## src/rtl/text_console_writer_defines.svh

```systemverilog
// Assertion macros for the text console writer.
// Included by the modules that carry concurrent checks; no other dependencies.
`ifndef TEXT_CONSOLE_WRITER_DEFINES_SVH
`define TEXT_CONSOLE_WRITER_DEFINES_SVH

`ifndef SYNTHESIS
// Check a property on every rising edge outside reset
`define TCW_ASSERT(lbl, clk, rst_n, prop, msg) \
    lbl: assert property (@(posedge clk) disable iff (!rst_n) (prop)) else $error(msg);
// Check that a condition never holds outside reset
`define TCW_NEVER(lbl, clk, rst_n, cond, msg) \
    `TCW_ASSERT(lbl, clk, rst_n, !(cond), msg)
`else
`define TCW_ASSERT(lbl, clk, rst_n, prop, msg)
`define TCW_NEVER(lbl, clk, rst_n, cond, msg)
`endif

`endif

```

## src/rtl/tcw_pkg.sv

```systemverilog
// Shared types and constants for the text console writer.
// Used by the register block, controller, datapath and top level.
package tcw_pkg;

    // Default grid geometry
    localparam int DEF_COLUMNS = 80;
    localparam int DEF_ROWS    = 25;

    // Field widths
    localparam int CHAR_W = 8;
    localparam int ATTR_W = 8;
    localparam int CELL_W = CHAR_W + ATTR_W;
    localparam int IDX_W  = 11;

    // Character codes
    localparam logic [CHAR_W-1:0] NEWLINE_CHAR = 8'd10;
    localparam logic [CHAR_W-1:0] NULL_CHAR    = 8'd0;

    // Operation codes
    localparam logic OP_PUT  = 1'b0;
    localparam logic OP_READ = 1'b1;

    // Configuration port
    localparam int PADDR_W     = 3;
    localparam int PDATA_W     = 32;
    localparam int REG_IDX_W   = PADDR_W - 2;
    localparam logic [REG_IDX_W-1:0] REG_DEFAULT_COLOR = '0;
    localparam logic [ATTR_W-1:0]    DEFAULT_COLOR_RESET = 8'd7;

    // Commands from controller to datapath
    typedef struct packed {
        logic hold_item;
        logic put_now;
        logic put_held;
        logic rd_item;
        logic load_read;
        logic scroll_start;
        logic copy_step;
        logic zero_step;
    } cmd_t;

    // Status from datapath to controller
    typedef struct packed {
        logic cursor_full;
        logic copy_last;
        logic zero_last;
    } status_t;

endpackage

```

## src/rtl/tcw_regs.sv

```systemverilog
// Configuration register block on an APB-style port.
// Depends on tcw_pkg for address layout and reset values.
module tcw_regs import tcw_pkg::*;
(
    input  logic               clk,
    input  logic               rst_n,
    input  logic               psel,
    input  logic               penable,
    input  logic               pwrite,
    input  logic [PADDR_W-1:0] paddr,
    input  logic [PDATA_W-1:0] pwdata,
    output logic [PDATA_W-1:0] prdata,
    output logic               pready,
    output logic [ATTR_W-1:0]  default_color
);

    logic [ATTR_W-1:0]    default_color_reg;
    logic [REG_IDX_W-1:0] reg_idx;
    logic                 wr_en;

    // Decode the word index of the access
    assign reg_idx = paddr[PADDR_W-1:2];
    assign wr_en   = psel && penable && pwrite;
    assign pready  = 1'b1;

    // Update the default colour on a completed write
    always_ff @(posedge clk or negedge rst_n)
    begin
        if (!rst_n)
        begin
            default_color_reg <= DEFAULT_COLOR_RESET;
        end
        else if (wr_en && (reg_idx == REG_DEFAULT_COLOR))
        begin
            default_color_reg <= pwdata[ATTR_W-1:0];
        end
    end

    // Return register contents on read
    assign prdata = (reg_idx == REG_DEFAULT_COLOR) ? PDATA_W'(default_color_reg) : '0;

    assign default_color = default_color_reg;

endmodule

```

## config.mk

```make
export PLATFORM = sky130hd
export DESIGN_NAME = tcw_regs
export DESIGN_NICKNAME = d
export VERILOG_FILES = /design/src/rtl/text_console_writer_defines.svh /design/src/rtl/tcw_pkg.sv /design/src/rtl/tcw_regs.sv
export SDC_FILE = /design/constraint.sdc
export NUM_CORES = 1
export LEC_CHECK = 0
export ABC_AREA = 1
export BUFFER_PORTS_ARGS = -buffer_cell sky130_fd_sc_hd__buf_2
export CORE_MARGIN = 8
export CORE_UTILIZATION = 30
export CTS_BUF_LIST = sky130_fd_sc_hd__clkbuf_2 sky130_fd_sc_hd__clkbuf_4 sky130_fd_sc_hd__clkbuf_8
export DETAILED_ROUTE_END_ITERATION = 6
export GPL_ROUTABILITY_DRIVEN = 0
export MAX_ROUTING_LAYER = met4
export PLACE_DENSITY = 0.88
export SLEW_MARGIN = 10
export SYNTH_ARGS = -nofsm -noshare
export SYNTH_HDL_FRONTEND = slang
export SYNTH_SLANG_ARGS = --single-unit
```

## constraint.sdc

```tcl
create_clock -name clk -period 0.9 [get_ports clk]
set_clock_uncertainty 0.2 [all_clocks]
set_input_delay 0.135 -clock clk [delete_from_list [all_inputs] [get_ports clk]]
set_output_delay 0.135 -clock clk [all_outputs]
set_load 0.01 [all_outputs]
```

# Yosys cells after proc, flatten, opt, wreduce, memory -nomap -nowiden
# Cells that the tools add are included.
# totals
ff_bits	8
inputBits	40
elab_cells	6
# op_classes
muxes	1
reduce_logical	3
n_bitwise	1
# ops
cell	count
8-bit two-way mux	1
1-bit logical AND	3
1-bit inverter	1

# Logic depth before layout (Yosys ltp)
# Gate-level depths: netlist (run 1).
# logic_depth
ltp_word	3
mapped_depth	5
ltp_nobuf	5

# Worst setup path after synthesis (run 1)
# No wires, ideal clock.
# synth_path
path_kind	reg-to-output
from	register default_color_reg[0] (netlist: default_color[0])
to	output prdata[0]
n_path_buf	0
setup_slack_ns	-0.178
required_time_ns	0.565
arrival_time_ns	0.743
stages_incl_launch_ff	3
cell_sequence	dfstp_2 -> inv_1 -> nor2_1
# synth_via
elab_chain_cells	1
# synth_rtl
element	line_no	source
start, declared	tcw_regs.sv:17	logic [ATTR_W-1:0] default_color_reg;
start signal, assigned	tcw_regs.sv:35	default_color_reg <= pwdata[ATTR_W-1:0];
8-bit two-way mux	tcw_regs.sv:40	assign prdata = (reg_idx == REG_DEFAULT_COLOR) ? PDATA_W'(default_color_reg) : '0;
end, declared	tcw_regs.sv:12	output logic [PDATA_W-1:0] prdata,
# No other way between the ends.

# Worst setup path after layout (run 1)
# Ends and elaborated chain as after synthesis.

==> metrics.csv, run 1 <==
metric;value;unit
die height;61.2;µm
final setup violating endpoints;20;
# fillers;227;
number of diodes;0;
total congestion overflow;0;
io pins;81;
reg-to-reg endpoint;default_color[0]$_DFFE_PN1P_;
Layout Nets;156;
Syn Inst Count;81;
FF-to-FF setup slack;-100;ps
# port buffers;29;
critical path, cell by cell;inv_2 > nor2_4 > buf_6;
leakage;0.495;nW
total track usage;0.0878;
Seq cells post-synth;8;
# rows;16;
clk slew on worst S/H paths;50;ps
via count;492;
minimum clock period;1360;ps
Max VDD drop;0.475;mV
clock sinks;8;
H-tree levels;1;
Max Slew Vio Count;0;
hold_buf cts;1;
r2r worst-path depth;3;
full die area;0.00375;mm²
Post-route DRC;0;
max reg flops;8;
antenna viol nets, final;0;
final wirelength;1610;µm
max cap viols;0;
CTS buffer count;3;
layout cells sized above 1;0.478;
Hold EP;default_color[1]$_DFFE_PN1P_;
Syn. warnings;0;
synthesized area per cell;7.57;µm²
Vias/cell;3.46;
vias in the first global route;516;
Arr. time, crit path;1030;ps
hold path depth;3;
TritonCTS clock tree;yes;
Final HPWL DP;1380;µm
critical path launch point type;flop;
Worst path slowest cell;dfstp_2;
first-pass GRT wire length;2330;µm
run status;finished, violations left;
sequential area share after synthesis;0.333;
Max stage delay on crit path;530;ps
CP Max Fanout;2;
drt pass-1 iters;4;
worst slack, placed;-217;ps
post-synthesis cell area;613;µm²
Die W;61.2;µm
largest net degree at the start of global routing;10;
initial antenna violation count;0;
pwr/cell area;1660;mW/mm²
Longest Clk Path Bufs;2;
Fin Hold WS;-96.9;ps
Area Overhead vs Synth;33.9;%
unrepaired setup endpoints after global routing;true;
Fin. Hold Viols;8;
crit share post-route;1.51;
Hold Path Origin;pwdata[1];
worst setup slack after layout;-462;ps
DR WL/cell;11.3;µm
Worst Setup End Kind;output port;
initial DRC count;3;
Starting Density;0.316;
fmax;734;MHz
distinct cell type count after synthesis;12;
Worst R2R Start;default_color[0]$_DFFE_PN1P_;
Critical Path RT;560;ps
Core ar.;0.00194;mm²
Skew-Pair Late Insertion Delay;240;ps
Crit Path Class;reg2out;
worst hold path type;in2reg;
clk root buf;clkbuf_4;
failing checks;negative hold slack, negative setup slack;
metrics by stage:
step / TNS (ps) / utilization / total power [mW] / cells / cell area (µm²)
detailed placement: -2830 / 0.372 / 0.957 / 135 / 722
floorplan: -457 / - / 0.853 / 104 / 738
global placement: -2640 / 0.372 / 0.948 / 135 / 722
global route: -6480 / 0.423 / 1.47 / 142 / 821
finish: -5570 / 0.423 / 1.36 / 142 / 821
CTS: -5610 / 0.407 / 1.33 / 140 / 791
logic make-up (layout without fill, tap and decap cells):
family,count (synthesis),after routing,synth area share
buffers and inverters,36,47,0.386
and+or+nand+nor,35,35,0.269
DFF,8,8,0.333
other,2,25,0.0122
layout make-up:
type	instances	area, µm²	area share
clock buffer	4	30.0	0.0366
inverter	10	37.5	0.0457
multi-input combinational	60	297	0.361
sequential	8	204	0.248
tap	27	33.8	0.0412
timing repair buffer	33	219	0.267
cells in the mapped netlist (all sizes together):
master / instances / area [µm²]
buf: 26 / 199
nand2: 18 / 75.1
inv: 10 / 37.5
nor2: 9 / 50.1
nand3: 8 / 40.0
dfrtp: 5 / 125
dfstp: 3 / 78.8
conb: 2 / 7.51
layout by cell type, fill, tap and decap left out, drive strengths merged:
cell type,instances
inv,10
nor2,9
nand2,18
clkbuf,4
nand3,8
dlygate4sd3,1
dfstp,3
buf,32
conb,25
dfrtp,5
critical path, delay by kind of cell, from the launching register on:
kind                   cells  cell delay (ps)
flip-flops                 1              530
buffers and inverters      2              150
AND/OR/NAND/NOR            1              100
timing repair:
item	CTS	global route
pin swaps	5	1
setup buffers	0	2
gates resized for setup	5	4
setup endpoints to repair	19	19
hold endpoints to repair	16	8
power by group:
group	total (mW)	internal, mW	switching [mW]
clock network	0.320	0.200	0.121
logic	0.537	0.238	0.298
registers	0.505	0.447	0.0577
total	1.36	0.885	0.477
worst max-delay path by stage:
| stage | from | to | slack (ps) |
|---|---|---|---|
| CTS | default_color[0]$_DFFE_PN1P_ | prdata[0] | -460 |
| floorplan | default_color[0]$_DFFE_PN1P_ | prdata[0] | -140 |
| global placement | default_color[0]$_DFFE_PN1P_ | prdata[0] | -200 |
| finish | default_color[0]$_DFFE_PN1P_ | prdata[0] | -460 |
| detailed placement | default_color[0]$_DFFE_PN1P_ | prdata[0] | -220 |
| global route | default_color[0]$_DFFE_PN1P_ | prdata[0] | -520 |
per-layer routing:
layer,part of all wire,GRT usage,vias up
met5,0,-,-
met4,0.0050,0.0498,0
met3,0.16,0.0438,2
met2,0.45,0.127,34
met1,0.39,0.0954,197
li1,-,-,259
No activity file was read; power rests on OpenSTA's default activity.
==> inputs of run 2 (changes only) <==
==> constraint.sdc (replaced) <==
create_clock -name clk -period 0.9 [get_ports clk]
set_clock_uncertainty 0.2 [all_clocks]
set_input_delay 0.045 -clock clk [delete_from_list [all_inputs] [get_ports clk]]
set_output_delay 0.045 -clock clk [all_outputs]
set_load 0.01 [all_outputs]
==> metrics.csv, run 2 (synthesized netlist as in run 1, its figures left out) <==
metric;value;unit
CTS buffer count;3;
Core Util, Final;0.478;
failing checks;negative hold slack, negative setup slack;
first-pass GRT wire length;2210;µm
# rows;16;
pwr/cell area;1550;mW/mm²
area of the multi-input gates;294;µm²
register area;204;µm²
Arr. time, crit path;1020;ps
critical path launch point type;flop;
Skew-Pair Late Insertion Delay;250;ps
io pins;81;
Post-route DRC;0;
unrepaired setup endpoints after global routing;true;
Starting Density;0.316;
final wirelength;1620;µm
# port buffers;29;
Longest Clk Path Bufs;2;
crit share post-route;1.40;
Final HPWL DP;1300;µm
initial antenna violation count;0;
CP Max Fanout;3;
Layout Nets;167;
max reg flops;8;
drt pass-1 iters;4;
Die W;61.2;µm
minimum clock period;1260;ps
via count;529;
worst hold path type;in2reg;
placed cells;135;
Layout Cells excl Fill;153;
Pwr Total;1.44;mW
fmax;792;MHz
die height;61.2;µm
Critical Path RT;650;ps
max cap viols;0;
number of diodes;0;
leakage;0.547;nW
worst slack, placed;-121;ps
vias in the first global route;491;
Fin Hold WS;-65.5;ps
Crit Path Class;reg2out;
hold_buf cts;9;
total track usage;0.0834;
DR WL/cell;10.6;µm
Fin. Hold Viols;13;
full die area;0.00375;mm²
layout cells sized above 1;0.452;
clk slew on worst S/H paths;50;ps
clk root buf;clkbuf_4;
# fillers;207;
Vias/cell;3.46;
placed instance area;709;µm²
Design Area, Final;928;µm²
worst setup slack after layout;-362;ps
Worst Setup End Kind;output port;
Area Overhead vs Synth;51.4;%
run status;finished, violations left;
antenna viol nets, final;0;
Max VDD drop;0.630;mV
total congestion overflow;0;
H-tree levels;1;
commonest non-fill, non-tap cells in the layout;conb_1 (25), buf_2 (23), nand2_1 (12), dlygate4sd3_1 (9), buf_6 (9);
largest net degree at the start of global routing;10;
final setup TNS;-4210;ps
clock sinks;8;
Core ar.;0.00194;mm²
final setup violating endpoints;23;
TritonCTS clock tree;yes;
most common cell after layout, fill and taps aside;conb_1;
initial DRC count;16;
Max Slew Vio Count;0;
==> run 2: cell count changes in the layout (fill, tap and decap cells not counted), sizes merged <==
cell,before,now
dlygate4sd3,1,9
buf,32,35
==> run 2: metal layers <==
| layer | GRT usage | wire length (µm) |
|---|---|---|
| met1 | 0.0882 | 620 |
| met2 | 0.128 | 768 |
| met4 | 0.0498 | 21 |
| met3 | 0.0334 | 208 |
| met5 | - | 0 |
==> run 2: cell type report <==
class                   instances  area share
inverters                      10      0.0404
flip-flops and latches          8       0.220
well taps                      27      0.0364
clock buffers                   4      0.0323
repair buffers                 44       0.354
multi-input cells              60       0.317
==> run 2: final timing paths <==
check	startpoint	endpoint	slack, ps	depth (start not counted)
worst max-delay path	default_color[2]$_DFFE_PN1P_	prdata[2]	-360	3
worst min-delay path	paddr[2]	default_color[2]$_DFFE_PN1P_	-70	4
worst max register to register	default_color[0]$_DFFE_PN1P_	default_color[0]$_DFFE_PN1P_	-130	3
max in group asynchronous	rst_n	default_color[2]$_DFFE_PN1P_	290	2
worst min register to register	default_color[2]$_DFFE_PN1P_	default_color[2]$_DFFE_PN1P_	290	2
min in group asynchronous	rst_n	default_color[7]$_DFFE_PN0P_	-40	2
==> run 2: worst max-delay path, stage by stage, from the launching register on <==
cell and delay, ps:
dfstp_2 550, inv_2 50, nor2_4 70, buf_6 100
==> run 2: repair_timing <==
action / 4_1_cts / 5_1_grt
pin swaps: 6 / 2
hold endpoints to repair: 16 / 13
buffers inserted: 3 / 5
endpoints found under the setup margin: 19 / 23
resized for setup: 3 / 12
==> run 2: power by group <==
| part | total, mW | switching [mW] | internal, mW |
|---|---|---|---|
| Clock | 0.332 | 0.132 | 0.200 |
| Combinational | 0.601 | 0.301 | 0.300 |
| Sequential | 0.510 | 0.0629 | 0.447 |
