==> src/rtl/text_console_writer_defines.svh <==
// Assertion macros for the text console writer.
// Included by the modules that carry concurrent checks; no other dependencies.
`ifndef TEXT_CONSOLE_WRITER_DEFINES_SVH
`define TEXT_CONSOLE_WRITER_DEFINES_SVH

`ifndef SYNTHESIS
// Check a property on every rising edge outside reset
`define TCW_ASSERT(lbl, clk, rst_n, prop, msg) \
    lbl: assert property (@(posedge clk) disable iff (!rst_n) (prop)) else $error(msg);
// Check that a condition never holds outside reset
`define TCW_NEVER(lbl, clk, rst_n, cond, msg) \
    `TCW_ASSERT(lbl, clk, rst_n, !(cond), msg)
`else
`define TCW_ASSERT(lbl, clk, rst_n, prop, msg)
`define TCW_NEVER(lbl, clk, rst_n, cond, msg)
`endif

`endif

==> src/rtl/tcw_pkg.sv <==
// Shared types and constants for the text console writer.
// Used by the register block, controller, datapath and top level.
package tcw_pkg;

    // Default grid geometry
    localparam int DEF_COLUMNS = 80;
    localparam int DEF_ROWS    = 25;

    // Field widths
    localparam int CHAR_W = 8;
    localparam int ATTR_W = 8;
    localparam int CELL_W = CHAR_W + ATTR_W;
    localparam int IDX_W  = 11;

    // Character codes
    localparam logic [CHAR_W-1:0] NEWLINE_CHAR = 8'd10;
    localparam logic [CHAR_W-1:0] NULL_CHAR    = 8'd0;

    // Operation codes
    localparam logic OP_PUT  = 1'b0;
    localparam logic OP_READ = 1'b1;

    // Configuration port
    localparam int PADDR_W     = 3;
    localparam int PDATA_W     = 32;
    localparam int REG_IDX_W   = PADDR_W - 2;
    localparam logic [REG_IDX_W-1:0] REG_DEFAULT_COLOR = '0;
    localparam logic [ATTR_W-1:0]    DEFAULT_COLOR_RESET = 8'd7;

    // Commands from controller to datapath
    typedef struct packed {
        logic hold_item;
        logic put_now;
        logic put_held;
        logic rd_item;
        logic load_read;
        logic scroll_start;
        logic copy_step;
        logic zero_step;
    } cmd_t;

    // Status from datapath to controller
    typedef struct packed {
        logic cursor_full;
        logic copy_last;
        logic zero_last;
    } status_t;

endpackage

==> src/rtl/tcw_ctrl.sv <==
// Controller state machine: handshakes, clearing pass and scroll sequencing.
// Uses tcw_pkg command and status structs and the assertion macros of the defines header.
`include "text_console_writer_defines.svh"
module tcw_ctrl import tcw_pkg::*;
(
    input  logic    clk,
    input  logic    rst_n,
    input  logic    in_valid,
    output logic    in_ready,
    input  logic    op,
    output logic    out_valid,
    input  logic    out_ready,
    input  status_t status,
    output cmd_t    cmd
);

    localparam logic [2:0] S_CLEAR = 3'd0;
    localparam logic [2:0] S_IDLE  = 3'd1;
    localparam logic [2:0] S_READ  = 3'd2;
    localparam logic [2:0] S_COPY  = 3'd3;
    localparam logic [2:0] S_ZERO  = 3'd4;
    localparam logic [2:0] S_PUT   = 3'd5;

    logic [2:0] state_reg;
    logic [2:0] state_next;
    logic       out_valid_reg;
    logic       out_valid_next;
    logic       accept;

    // Take a word only when idle and the result slot is free this edge
    assign in_ready  = (state_reg == S_IDLE) && (!out_valid_reg || out_ready);
    assign accept    = in_valid && in_ready;
    assign out_valid = out_valid_reg;

    // Sequence the work for each word
    always_comb
    begin
        state_next     = state_reg;
        cmd            = '0;
        out_valid_next = out_valid_reg && !out_ready;
        case (state_reg)
            S_CLEAR:
            begin
                cmd.zero_step = 1'b1;
                if (status.zero_last)
                begin
                    state_next = S_IDLE;
                end
            end
            S_IDLE:
            begin
                if (accept)
                begin
                    cmd.hold_item = 1'b1;
                    if (op == OP_READ)
                    begin
                        cmd.rd_item = 1'b1;
                        state_next  = S_READ;
                    end
                    else if (status.cursor_full)
                    begin
                        cmd.scroll_start = 1'b1;
                        state_next       = S_COPY;
                    end
                    else
                    begin
                        cmd.put_now    = 1'b1;
                        out_valid_next = 1'b1;
                    end
                end
            end
            S_READ:
            begin
                cmd.load_read  = 1'b1;
                out_valid_next = 1'b1;
                state_next     = S_IDLE;
            end
            S_COPY:
            begin
                cmd.copy_step = 1'b1;
                if (status.copy_last)
                begin
                    state_next = S_ZERO;
                end
            end
            S_ZERO:
            begin
                cmd.zero_step = 1'b1;
                if (status.zero_last)
                begin
                    state_next = S_PUT;
                end
            end
            S_PUT:
            begin
                cmd.put_held   = 1'b1;
                out_valid_next = 1'b1;
                state_next     = S_IDLE;
            end
            default:
            begin
                state_next = S_IDLE;
            end
        endcase
    end

    // Hold state and result valid
    always_ff @(posedge clk or negedge rst_n)
    begin
        if (!rst_n)
        begin
            state_reg     <= S_CLEAR;
            out_valid_reg <= 1'b0;
        end
        else
        begin
            state_reg     <= state_next;
            out_valid_reg <= out_valid_next;
        end
    end

    `TCW_ASSERT(a_full_put_scrolls, clk, rst_n, accept && (op == OP_PUT) && status.cursor_full |=> state_reg == S_COPY, "put at end of screen did not start a scroll")
    `TCW_ASSERT(a_copy_then_zero, clk, rst_n, (state_reg == S_COPY) && status.copy_last |=> state_reg == S_ZERO, "row copy did not hand over to bottom row clear")
    `TCW_NEVER(a_read_slot_busy, clk, rst_n, (state_reg == S_READ) && out_valid_reg, "read result would overwrite a pending word")
    `TCW_NEVER(a_put_slot_busy, clk, rst_n, (state_reg == S_PUT) && out_valid_reg, "scrolled put would overwrite a pending word")

endmodule

==> config.mk <==
export PLATFORM = sky130hd
export DESIGN_NAME = tcw_ctrl
export DESIGN_NICKNAME = d
export VERILOG_FILES = /design/src/rtl/tcw_pkg.sv /design/src/rtl/tcw_ctrl.sv
export VERILOG_INCLUDE_DIRS = /design/src /design/src/rtl
export SDC_FILE = /design/constraint.sdc
export NUM_CORES = 1
export LEC_CHECK = 0
export ABC_AREA = 1
export BUFFER_PORTS_ARGS = -buffer_cell sky130_fd_sc_hd__buf_2
export CAP_MARGIN = 25
export CORE_AREA = 2 2 39 41
export DETAILED_ROUTE_END_ITERATION = 10
export DIE_AREA = 0 0 41 43
export GPL_ROUTABILITY_DRIVEN = 0
export SYNTH_ARGS = -nofsm -noshare
export SYNTH_HDL_FRONTEND = slang
export SYNTH_SLANG_ARGS = --single-unit
==> constraint.sdc <==
create_clock -name clk -period 1 [get_ports clk]
set_input_delay 0.05 -clock clk [delete_from_list [all_inputs] [get_ports clk]]
set_output_delay 0.05 -clock clk [all_outputs]
set_load 0.05 [all_outputs]
# After elaboration in Yosys (flattened, before gate mapping)
# Cells that the tools add are included.
# Widths: inputs -> output; s select.
# classes
eq_ne	10
n_mux	26
reduce_logical	10
# op_table
operator	n
$mux 3	6
$mux 1	16
$pmux 3 s4	1
$ne 2x2->1 const B	4
$eq 3x2->1 const B	2
$eq 3x3->1 const B	2
$reduce_and 5->1	1
$mux 2	2
$reduce_or 2->1	2
$eq 3x1->1 const B	1
$logic_and 1x1->1	3
$logic_not 3->1	1
$ne 3x3->1 const B	1
$logic_not 1->1	2
$pmux 1 s2	1
$logic_or 1x1->1	1
# totals
regBits	4
inputBits	8

# Longest topological paths before layout
# Gate-level depths: netlist of the first run.
# depth
word_depth	6
depth_mapped	7
ltp_nobuf	7

# Least setup slack after synthesis of the first run
# OpenSTA, ideal clock, no wires.
# synth_timing
path_type	register to output
startpoint	register out_valid_reg, in the netlist out_valid
endpoint	output port cmd[4] (netlist name)
arrival_time_ns	2.012
t_required_ns	0.950
setup_slack_ns	-1.062
stages_incl_launch_ff	6
cell_sequence	dfrtp_1 -> inv_1 -> nor2_1 -> nor3_4 -> inv_2 -> nor2_1
# synth_rtl
element	line	source
start: declaration	tcw_ctrl.sv:26	logic out_valid_reg;
start signal: assignment	tcw_ctrl.sv:118	out_valid_reg <= out_valid_next;
end: declaration	tcw_ctrl.sv:14	output cmd_t cmd

==> results.sh, run 1 <==
export IMPL_run_status="finished, violations left"
export IMPL_violated_checks="negative setup slack"
export IMPL_clock_insertion_delay_worst_skew_ps=240
export IMPL_firstDrtPassIters=4
export IMPL_num_nets_final=100
export IMPL_synth_area_um2=332
export IMPL_largest_net_degree_at_the_start_of_global_routing=6
export IMPL_timing_final_ws_setup_ps=-503
export IMPL_timing_worst_slew_pin_value_ps=233
export IMPL_synth_edf_count=0
export IMPL_min_period_ps=1500
export IMPL_critical_path_endpoint_type="output port"
export IMPL_design_portCount=18
export IMPL_clk_pin_slew_worst_setup_hold_paths_ps=30
export IMPL_route_detailed_drc=0
export IMPL_synth_top_cells_by_area="sky130_fd_sc_hd__dfrtp_1 30%, sky130_fd_sc_hd__nand2_1 15%, sky130_fd_sc_hd__inv_1 12%, sky130_fd_sc_hd__nor2_1 11%, sky130_fd_sc_hd__nand3_1 11%"
export IMPL_maxcap_violations=0
export IMPL_hold_class="in -> reg"
export IMPL_internal_power_mw=1.27
export IMPL_report_final_slew_viol_count=0
export IMPL_dominantRegCellSynth="sky130_fd_sc_hd__dfrtp_1"
export IMPL_finalCoreUtilization_pct=55.0
export IMPL_root_buffer="sky130_fd_sc_hd__clkbuf_4"
export IMPL_worst_setup_path_start_kind="flip-flop"
export IMPL_cts_root_to_sink_buffers=2
export IMPL_antenna_cells=0
export IMPL_dpl_cell_area_um2=541
export IMPL_finalHoldWorstSlack_ps=99.2
export IMPL_yosys_cell_types_count=13
export IMPL_synth_top_cell_area_share_pct=30.2
export IMPL_synth_cells=55
export IMPL_die_area_mm2=0.00176
export IMPL_sequential_cell_fraction_of_total_power_pct=10.1
export IMPL_post_synth_top_area_cell="sky130_fd_sc_hd__dfrtp_1"
export IMPL_power_share_of_the_clock_group_pct=8.3
export IMPL_seq_area_frac_synth_pct=30.2
export IMPL_finalInstanceArea_um2=761
export IMPL_clock_sinks=4
export IMPL_fin_crit_sh_pct=150
export IMPL_drt_wirelength_per_cell_um=10.0
export IMPL_largest_reg_flops=3
export IMPL_vdd_ir_drop_worst_v=0.00136
export IMPL_critical_path_class="reg -> out"
export IMPL_post_route_ant_nets=0
export IMPL_number_of_vias_per_cell_after_detailed_routing=4.35
export IMPL_die_h_um=43
export IMPL_swShare_pct=52.9
export IMPL_fraction_of_layout_cells_with_a_size_suffix_above_1_pct=67.0
export IMPL_timing_final_setup_violations=13
export IMPL_power_leakage_nw=0.402
export IMPL_ys_warn_count=0
export IMPL_port_buffer_count=17
export IMPL_power_share_combinational_pct=81.6
export IMPL_grt_total_usage_pct=15.4
export IMPL_cts_made_buffers=3
export IMPL_std_cell_rows=14
export IMPL_route_vias_total=465
export IMPL_powerDensity_mw_per_mm2=3540
export IMPL_core_area_mm2=0.00138
export IMPL_timing_final_hold_violations=0
export IMPL_grt_antenna_before_repair=0
export IMPL_synth_avg_cell_area_um2=6.03
export IMPL_max_freq_mhz=666
export IMPL_critPathArrivalTime_ps=1450
export IMPL_fp_dieW_um=41
export IMPL_synthTopCellsByCount="13 x sky130_fd_sc_hd__nand2_1, 11 x sky130_fd_sc_hd__inv_1, 10 x sky130_fd_sc_hd__nor2_1"
export IMPL_post_synth_top_count_cell="sky130_fd_sc_hd__nand2_1"
export IMPL_postSynthRegisterBits=4
export IMPL_syn_to_layout_area_delta_pct=129
export IMPL_placement_setup_worst_slack_ps=-322
export IMPL_htreeDepth=1
export IMPL_first_pass_grt_wire_length_um=1840
export IMPL_post_dp_hpwl_um=745
export IMPL_drt_total_wl_um=1080
export IMPL_total_switching_power_mw=1.42
export IMPL_syn_num_nets=63
export IMPL_finClkSkew_ps=9.38
export IMPL_start_util_pct=24.0
export IMPL_max_slew_margin_pct=84.3
export IMPL_grt_pass1_vias=476
export IMPL_rsz0062_at_grt="true"
export IMPL_async_reset_ff_share_pct=100
export IMPL_timing_critical_path_required_ps=950
export IMPL_detailedRoute_firstIterationViolations=11
export IMPL_globalRoute_totalOverflow=0
export IMPL_tritoncts="built"
export IMPL_crit_path_max_fanout=3
[power groups by stage]
stage / Combinational (mW) / Clock (mW) / Sequential [mW]
floorplan: 0.999 / 0 / 0.347
global placement: 1.54 / 0 / 0.269
detailed placement: 1.55 / 0 / 0.271
CTS: 2.29 / 0.240 / 0.270
global route: 2.35 / 0.255 / 0.280
finish: 2.20 / 0.222 / 0.272
[metal layers]
layer	routed length [µm]	track usage, %	vias up
li1	-	-	241
met4	0	2.00	0
met2	591	25.9	12
met3	38	6.81	0
met1	444	17.6	212
met5	0	0	-
[kinds of logic after synthesis]
group	Yosys count	synth area share (%)
buffers and inverters	12	13.6
AOI/OAI and AO/OA	3	5.28
and+or+nand+nor	36	50.9
DFF	4	30.2
[final cells by class]
type | count | area [µm²]
clock buffers | 4 | 26.3
fillers | 135 | 623
inverters | 12 | 48.8
multi-input cells | 39 | 285
flip-flops and latches | 4 | 101
well taps | 16 | 20.0
repair buffers | 32 | 279
[timing repair]
action	4_1_cts	5_1_grt
hold buffers	1	0
resized for setup	47	5
pin swaps	10	5
setup buffers	6	2
hold endpoints to repair	4	0
endpoints found under the setup margin	13	13
[path summary, 6_finish.rpt]
| kind | from | end | slack [ps] | cells past startpoint |
|---|---|---|---|---|
| max | state_reg[0] | cmd[2] | -500 | 7 |
| max reg2reg | state_reg[0] | state_reg[1] | -290 | 8 |
| min | status[0] | state_reg[2] | 100 | 4 |
| max in group asynchronous | rst_n | out_valid | 730 | 2 |
| min in group asynchronous | rst_n | out_valid | 140 | 2 |
| min reg2reg | state_reg[0] | state_reg[0] | 660 | 3 |
[through the flow]
stage,std cells,setup TNS [ps],total power [mW]
floorplan,55,-5960,1.35
global placement,99,-1870,1.81
detailed placement,99,-2080,1.83
CTS,110,-5420,2.80
global route,107,-4600,2.89
finish,107,-3570,2.69
[placed cells by master (no fill, tap or decap), drive strengths merged]
| cell type | netlist | layout |
|---|---|---|
| clkbuf | 0 | 4 |
| o21ai | 2 | 2 |
| dlygate4sd3 | 0 | 1 |
| o21bai | 1 | 1 |
| buf | 0 | 31 |
| nand3 | 7 | 7 |
| clkinvlp | 0 | 1 |
| nor3 | 5 | 5 |
| nand2 | 14 | 14 |
| nor2 | 10 | 10 |
| dfrtp | 4 | 4 |
| inv | 12 | 11 |
[critical path, stage by stage, from the launching register on]
cell	delay [ps]
sky130_fd_sc_hd__dfrtp_1	350
sky130_fd_sc_hd__inv_2	50
sky130_fd_sc_hd__nor2_2	110
sky130_fd_sc_hd__nand2_2	90
sky130_fd_sc_hd__nor3_4	240
sky130_fd_sc_hd__inv_2	80
sky130_fd_sc_hd__nor3_4	120
sky130_fd_sc_hd__buf_6	170
Note: power is estimated with default switching activity, not from simulation.
==> run 2, diff against run 1 <==
REMOVE_ABC_BUFFERS = 1   (was unset)
==> results.sh, run 2 (synthesized netlist as in run 1, its figures left out) <==
export IMPL_firstDrtPassIters=4
export IMPL_clock_insertion_delay_worst_skew_ps=240
export IMPL_post_dp_hpwl_um=701
export IMPL_globalRoute_totalOverflow=0
export IMPL_violated_checks="negative setup slack"
export IMPL_htreeDepth=1
export IMPL_grt_pass1_vias=481
export IMPL_finClkSkew_ps=4.96
export IMPL_critical_path_class="reg -> out"
export IMPL_critPathArrivalTime_ps=1400
export IMPL_crit_path_max_fanout=3
export IMPL_timing_worst_slew_pin_value_ps=246
export IMPL_fraction_of_layout_cells_with_a_size_suffix_above_1_pct=63.0
export IMPL_clk_pin_slew_worst_setup_hold_paths_ps=40
export IMPL_hold_class="in -> reg"
export IMPL_core_area_mm2=0.00138
export IMPL_worst_setup_path_start_kind="flip-flop"
export IMPL_fin_crit_sh_pct=145
export IMPL_clock_sinks=4
export IMPL_finalHoldWorstSlack_ps=89.2
export IMPL_setup_tns_ps=-3260
export IMPL_syn_to_layout_area_delta_pct=126
export IMPL_antenna_cells=0
export IMPL_critPathBufInv=3
export IMPL_report_final_slew_viol_count=0
export IMPL_number_of_vias_per_cell_after_detailed_routing=4.27
export IMPL_first_pass_grt_wire_length_um=1900
export IMPL_design_portCount=18
export IMPL_grt_total_usage_pct=15.9
export IMPL_crit_chain="inv_2, nor2_2, nand2_2, nor3_4, inv_2, nor3_4, buf_6"
export IMPL_timing_critical_path_required_ps=950
export IMPL_route_vias_total=461
export IMPL_max_slew_margin_pct=83.7
export IMPL_timing_final_ws_setup_ps=-453
export IMPL_port_buffer_count=17
export IMPL_fp_dieW_um=41
export IMPL_timing_final_setup_violations=13
export IMPL_dr_wl_met3_um=31
export IMPL_post_route_ant_nets=0
export IMPL_placement_setup_worst_slack_ps=-248
export IMPL_die_h_um=43
export IMPL_largest_net_degree_at_the_start_of_global_routing=7
export IMPL_drt_wirelength_per_cell_um=10.1
export IMPL_critical_path_endpoint_type="output port"
export IMPL_routed_wl_met2_um=603
export IMPL_largest_reg_flops=3
export IMPL_tritoncts="built"
export IMPL_cts_made_buffers=3
export IMPL_cts_root_to_sink_buffers=2
export IMPL_critical_path_top_delay_family="simple AND/OR/NAND/NOR gates"
export IMPL_num_nets_final=102
export IMPL_root_buffer="sky130_fd_sc_hd__clkbuf_4"
export IMPL_min_period_ps=1450
export IMPL_power_leakage_nw=0.416
export IMPL_detailedRoute_firstIterationViolations=6
export IMPL_critPathSlowestCell="sky130_fd_sc_hd__dfrtp_1"
export IMPL_route_detailed_drc=0
export IMPL_finalCoreUtilization_pct=54.2
export IMPL_layout_filler_cells=132
export IMPL_routed_top_layer="met3"
export IMPL_final_common_cell="sky130_fd_sc_hd__buf_4"
export IMPL_drt_total_wl_um=1090
export IMPL_cp_slowest_stage_delay_ps=360
export IMPL_std_cell_rows=14
export IMPL_die_area_mm2=0.00176
export IMPL_powerDensity_mw_per_mm2=3630
export IMPL_rsz0062_at_grt="true"
export IMPL_start_util_pct=24.0
export IMPL_timing_final_hold_violations=0
export IMPL_layout_cells_most_common_list="14 x sky130_fd_sc_hd__buf_4, 10 x sky130_fd_sc_hd__nand2_1, 9 x sky130_fd_sc_hd__buf_6, 8 x sky130_fd_sc_hd__inv_1, 8 x sky130_fd_sc_hd__buf_2"
export IMPL_run_status="finished, violations left"
export IMPL_grt_antenna_before_repair=0
export IMPL_max_freq_mhz=688
export IMPL_vdd_ir_drop_worst_v=0.00154
export IMPL_maxcap_violations=0
export IMPL_total_power_mw=2.72
export IMPL_detail_route_wirelength_met1_um=452
-- run 2: area by class of cell --
class	instances	area (µm²)	share of cell area [%]
tap	16	20.0	2.67
sequential	4	100	13.4
timing repair buffer	34	287	38.2
inverter	12	45.0	6.01
clock buffer	3	22.5	3.01
multi-input combinational	39	275	36.7
-- run 2: power breakdown --
part	switching, mW	internal [mW]
Combinational	1.32	0.930
Sequential	0.0407	0.231
Clock	0.0674	0.134
Total	1.43	1.30
-- run 2: what timing repair did --
action,in CTS,in global routing
buffers inserted,5,3
pin swaps,5,2
endpoints found under the hold margin,4,0
hold buffers,1,0
endpoints found under the setup margin,13,13
resized for setup,45,6
cloned,0,0
-- run 2: worst paths after layout --
path                                 to         start  depth (start not counted)  slack [ps]
max                              cmd[2]  state_reg[0]                          7        -450
min                        state_reg[2]     status[0]                          4          90
max reg2reg                state_reg[1]  state_reg[0]                          8        -220
min reg2reg                state_reg[0]  state_reg[0]                          3         670
max in group asynchronous  state_reg[2]         rst_n                          2         740
min in group asynchronous     out_valid         rst_n                          2         140
-- run 2: layer usage --
metal	vias to the layer above	track usage (%)
met1	204	18.3
met5	-	0
li1	247	-
met3	0	4.19
met4	0	7.33
met2	10	25.9
-- run 2: stage by stage --
| step | area, µm² | instances |
|---|---|---|
| 2_1_floorplan | 332 | 55 |
| 3_3_place_gp | 519 | 99 |
| 3_5_place_dp | 519 | 99 |
| 4_1_cts | 734 | 108 |
| 5_1_grt | 749 | 108 |
| 6_report | 749 | 108 |
-- run 2: worst min-delay path, delay by kind of cell --
family / cells / cell delay, ps
buffers and inverters: 2 / 110
AND/OR/NAND/NOR: 2 / 120
==> run 3, diff against run 2 <==
SETUP_SLACK_MARGIN = 0.5   (was unset)
==> results.sh, run 3 (synthesized netlist as in run 1, its figures left out) <==
export IMPL_core_area_mm2=0.00138
export IMPL_drt_wirelength_per_cell_um=11.1
export IMPL_hold_class="in -> reg"
export IMPL_critical_path_top_delay_family="simple AND/OR/NAND/NOR gates"
export IMPL_clk_pin_slew_worst_setup_hold_paths_ps=40
export IMPL_root_buffer="sky130_fd_sc_hd__clkbuf_4"
export IMPL_die_h_um=43
export IMPL_critical_path_endpoint_type="output port"
export IMPL_syn_to_layout_area_delta_pct=145
export IMPL_grt_total_usage_pct=16.1
export IMPL_cts_root_to_sink_buffers=2
export IMPL_crit_chain="nor2_2, nand2_2, nor3_4, inv_2, nor3_4, buf_6"
export IMPL_die_area_mm2=0.00176
export IMPL_timing_final_setup_violations=13
export IMPL_cts_made_buffers=3
export IMPL_detailedRoute_firstIterationViolations=1
export IMPL_worstHoldStart="status[0]"
export IMPL_dp_cells=99
export IMPL_layout_cells_most_common_list="13 x sky130_fd_sc_hd__buf_4, 11 x sky130_fd_sc_hd__buf_6, 10 x sky130_fd_sc_hd__nand2_1, 7 x sky130_fd_sc_hd__inv_1, 7 x sky130_fd_sc_hd__buf_2"
export IMPL_route_detailed_drc=0
export IMPL_std_cell_rows=14
export IMPL_timing_rr_end="state_reg[1]"
export IMPL_firstDrtPassIters=2
export IMPL_fin_crit_sh_pct=144
export IMPL_critPathBufInv=2
export IMPL_clock_sinks=4
export IMPL_setup_tns_ps=-3910
export IMPL_max_freq_mhz=695
export IMPL_min_period_ps=1440
export IMPL_route_vias_total=475
export IMPL_finalCoreUtilization_pct=58.6
export IMPL_vdd_ir_drop_worst_v=0.00174
export IMPL_violated_checks="negative setup slack"
export IMPL_first_pass_grt_wire_length_um=1920
export IMPL_num_nets_final=105
export IMPL_number_of_vias_per_cell_after_detailed_routing=4.28
export IMPL_design_portCount=18
export IMPL_post_route_ant_nets=0
export IMPL_power_leakage_nw=0.438
export IMPL_crit_path_max_fanout=3
export IMPL_htreeDepth=1
export IMPL_fp_dieW_um=41
export IMPL_critical_path_class="reg -> out"
export IMPL_worst_setup_path_start_kind="flip-flop"
export IMPL_instances_no_fill=111
export IMPL_globalRoute_totalOverflow=0
export IMPL_run_status="finished, violations left"
export IMPL_hold_depth=4
export IMPL_tritoncts="built"
export IMPL_timing_final_hold_violations=0
export IMPL_timing_reg2reg_setup_slack_ps=-300
export IMPL_final_common_cell="sky130_fd_sc_hd__buf_4"
export IMPL_timing_worst_slew_pin_value_ps=257
export IMPL_cpMostUsedCell="sky130_fd_sc_hd__nor3_4"
export IMPL_finClkSkew_ps=4.12
export IMPL_antenna_cells=0
export IMPL_finalInstanceArea_um2=811
export IMPL_maxcap_violations=0
export IMPL_grt_pass1_vias=487
export IMPL_drt_total_wl_um=1230
export IMPL_report_final_slew_viol_count=0
export IMPL_critPathArrivalTime_ps=1390
export IMPL_fraction_of_layout_cells_with_a_size_suffix_above_1_pct=65.3
export IMPL_timing_critical_path_required_ps=950
export IMPL_powerDensity_mw_per_mm2=3650
export IMPL_total_power_mw=2.96
export IMPL_timing_final_ws_setup_ps=-440
export IMPL_cp_slowest_stage_delay_ps=380
export IMPL_reg2reg_from="state_reg[1]"
export IMPL_largest_reg_flops=3
export IMPL_grt_antenna_before_repair=0
export IMPL_dpl_cell_area_um2=519
export IMPL_critPathSlowestCell="sky130_fd_sc_hd__dfrtp_1"
export IMPL_port_buffer_count=17
export IMPL_hold_critical_path_endpoint="state_reg[2]"
export IMPL_worst_r2r_path_depth=8
export IMPL_max_slew_margin_pct=82.8
export IMPL_rsz0062_at_grt="true"
export IMPL_start_util_pct=24.0
export IMPL_clock_insertion_delay_worst_skew_ps=240
export IMPL_post_dp_hpwl_um=701
export IMPL_largest_net_degree_at_the_start_of_global_routing=7
run 3: changes by cell type in the layout (fill, tap and decap cells not counted):
cell,delta
sky130_fd_sc_hd__buf_8,+3
sky130_fd_sc_hd__buf_6,+2
sky130_fd_sc_hd__buf_2,-1
sky130_fd_sc_hd__buf_4,-1
sky130_fd_sc_hd__inv_1,-1
sky130_fd_sc_hd__inv_4,+1
sky130_fd_sc_hd__nand3_1,-1
sky130_fd_sc_hd__nand3_4,+1
sky130_fd_sc_hd__nor2_2,+1
sky130_fd_sc_hd__nor2_4,-1
sky130_fd_sc_hd__o21ai_1,+1
sky130_fd_sc_hd__o21ai_2,-1
run 3: metrics by stage:
stage          setup slack, ps  hold slack (ps)
3_3_place_gp              -216             -141
4_1_cts                   -412             83.6
6_report                  -440             87.7
5_1_grt                   -501              127
3_5_place_dp              -248             -143
2_1_floorplan            -1060             -246
run 3: worst min-delay path, stage by stage:
cell and delay (ps):
sky130_fd_sc_hd__buf_2 70, sky130_fd_sc_hd__inv_1 40, sky130_fd_sc_hd__nand3_1 70, sky130_fd_sc_hd__nand2_1 50
run 3: layout make-up:
class,count,area [µm²]
Timing Repair Buffer,37,342
Inverter,12,47.5
Tap cell,16,20.0
Multi-Input combinational cell,39,279
Clock buffer,3,22.5
Fill cell,129,573
Sequential cell,4,100
run 3: report_power, final:
part	internal, mW	leakage, nW	switching, mW
clock	0.134	0.0138	0.0681
sequential	0.231	0.0522	0.0438
combinational	1.09	0.372	1.39
total	1.45	0.438	1.50
run 3: per-layer routing:
layer / up-vias / track usage, % / routed length [µm]
li1: 252 / - / -
met1: 211 / 18.3 / 462
met2: 10 / 26.6 / 718
met3: 2 / 4.19 / 24
met4: 0 / 7.33 / 22
met5: - / 0 / 0
run 3: worst max-delay path by stage:
stage            startpoint      to  slack [ps]  cells past startpoint
2_1_floorplan     out_valid  cmd[4]       -1060                      5
3_3_place_gp   state_reg[1]  cmd[6]        -220                      6
3_5_place_dp   state_reg[1]  cmd[2]        -250                      6
4_1_cts        state_reg[1]  cmd[2]        -410                      6
5_1_grt        state_reg[1]  cmd[2]        -500                      6
6_report       state_reg[1]  cmd[2]        -440                      6
run 3: timing repair:
action | 4_1_cts | 5_1_grt
setup buffers | 5 | 3
setup endpoints to repair | 14 | 14
hold buffers | 1 | 0
pin swaps | 5 | 4
resized for setup | 47 | 12
endpoints found under the hold margin | 4 | 0
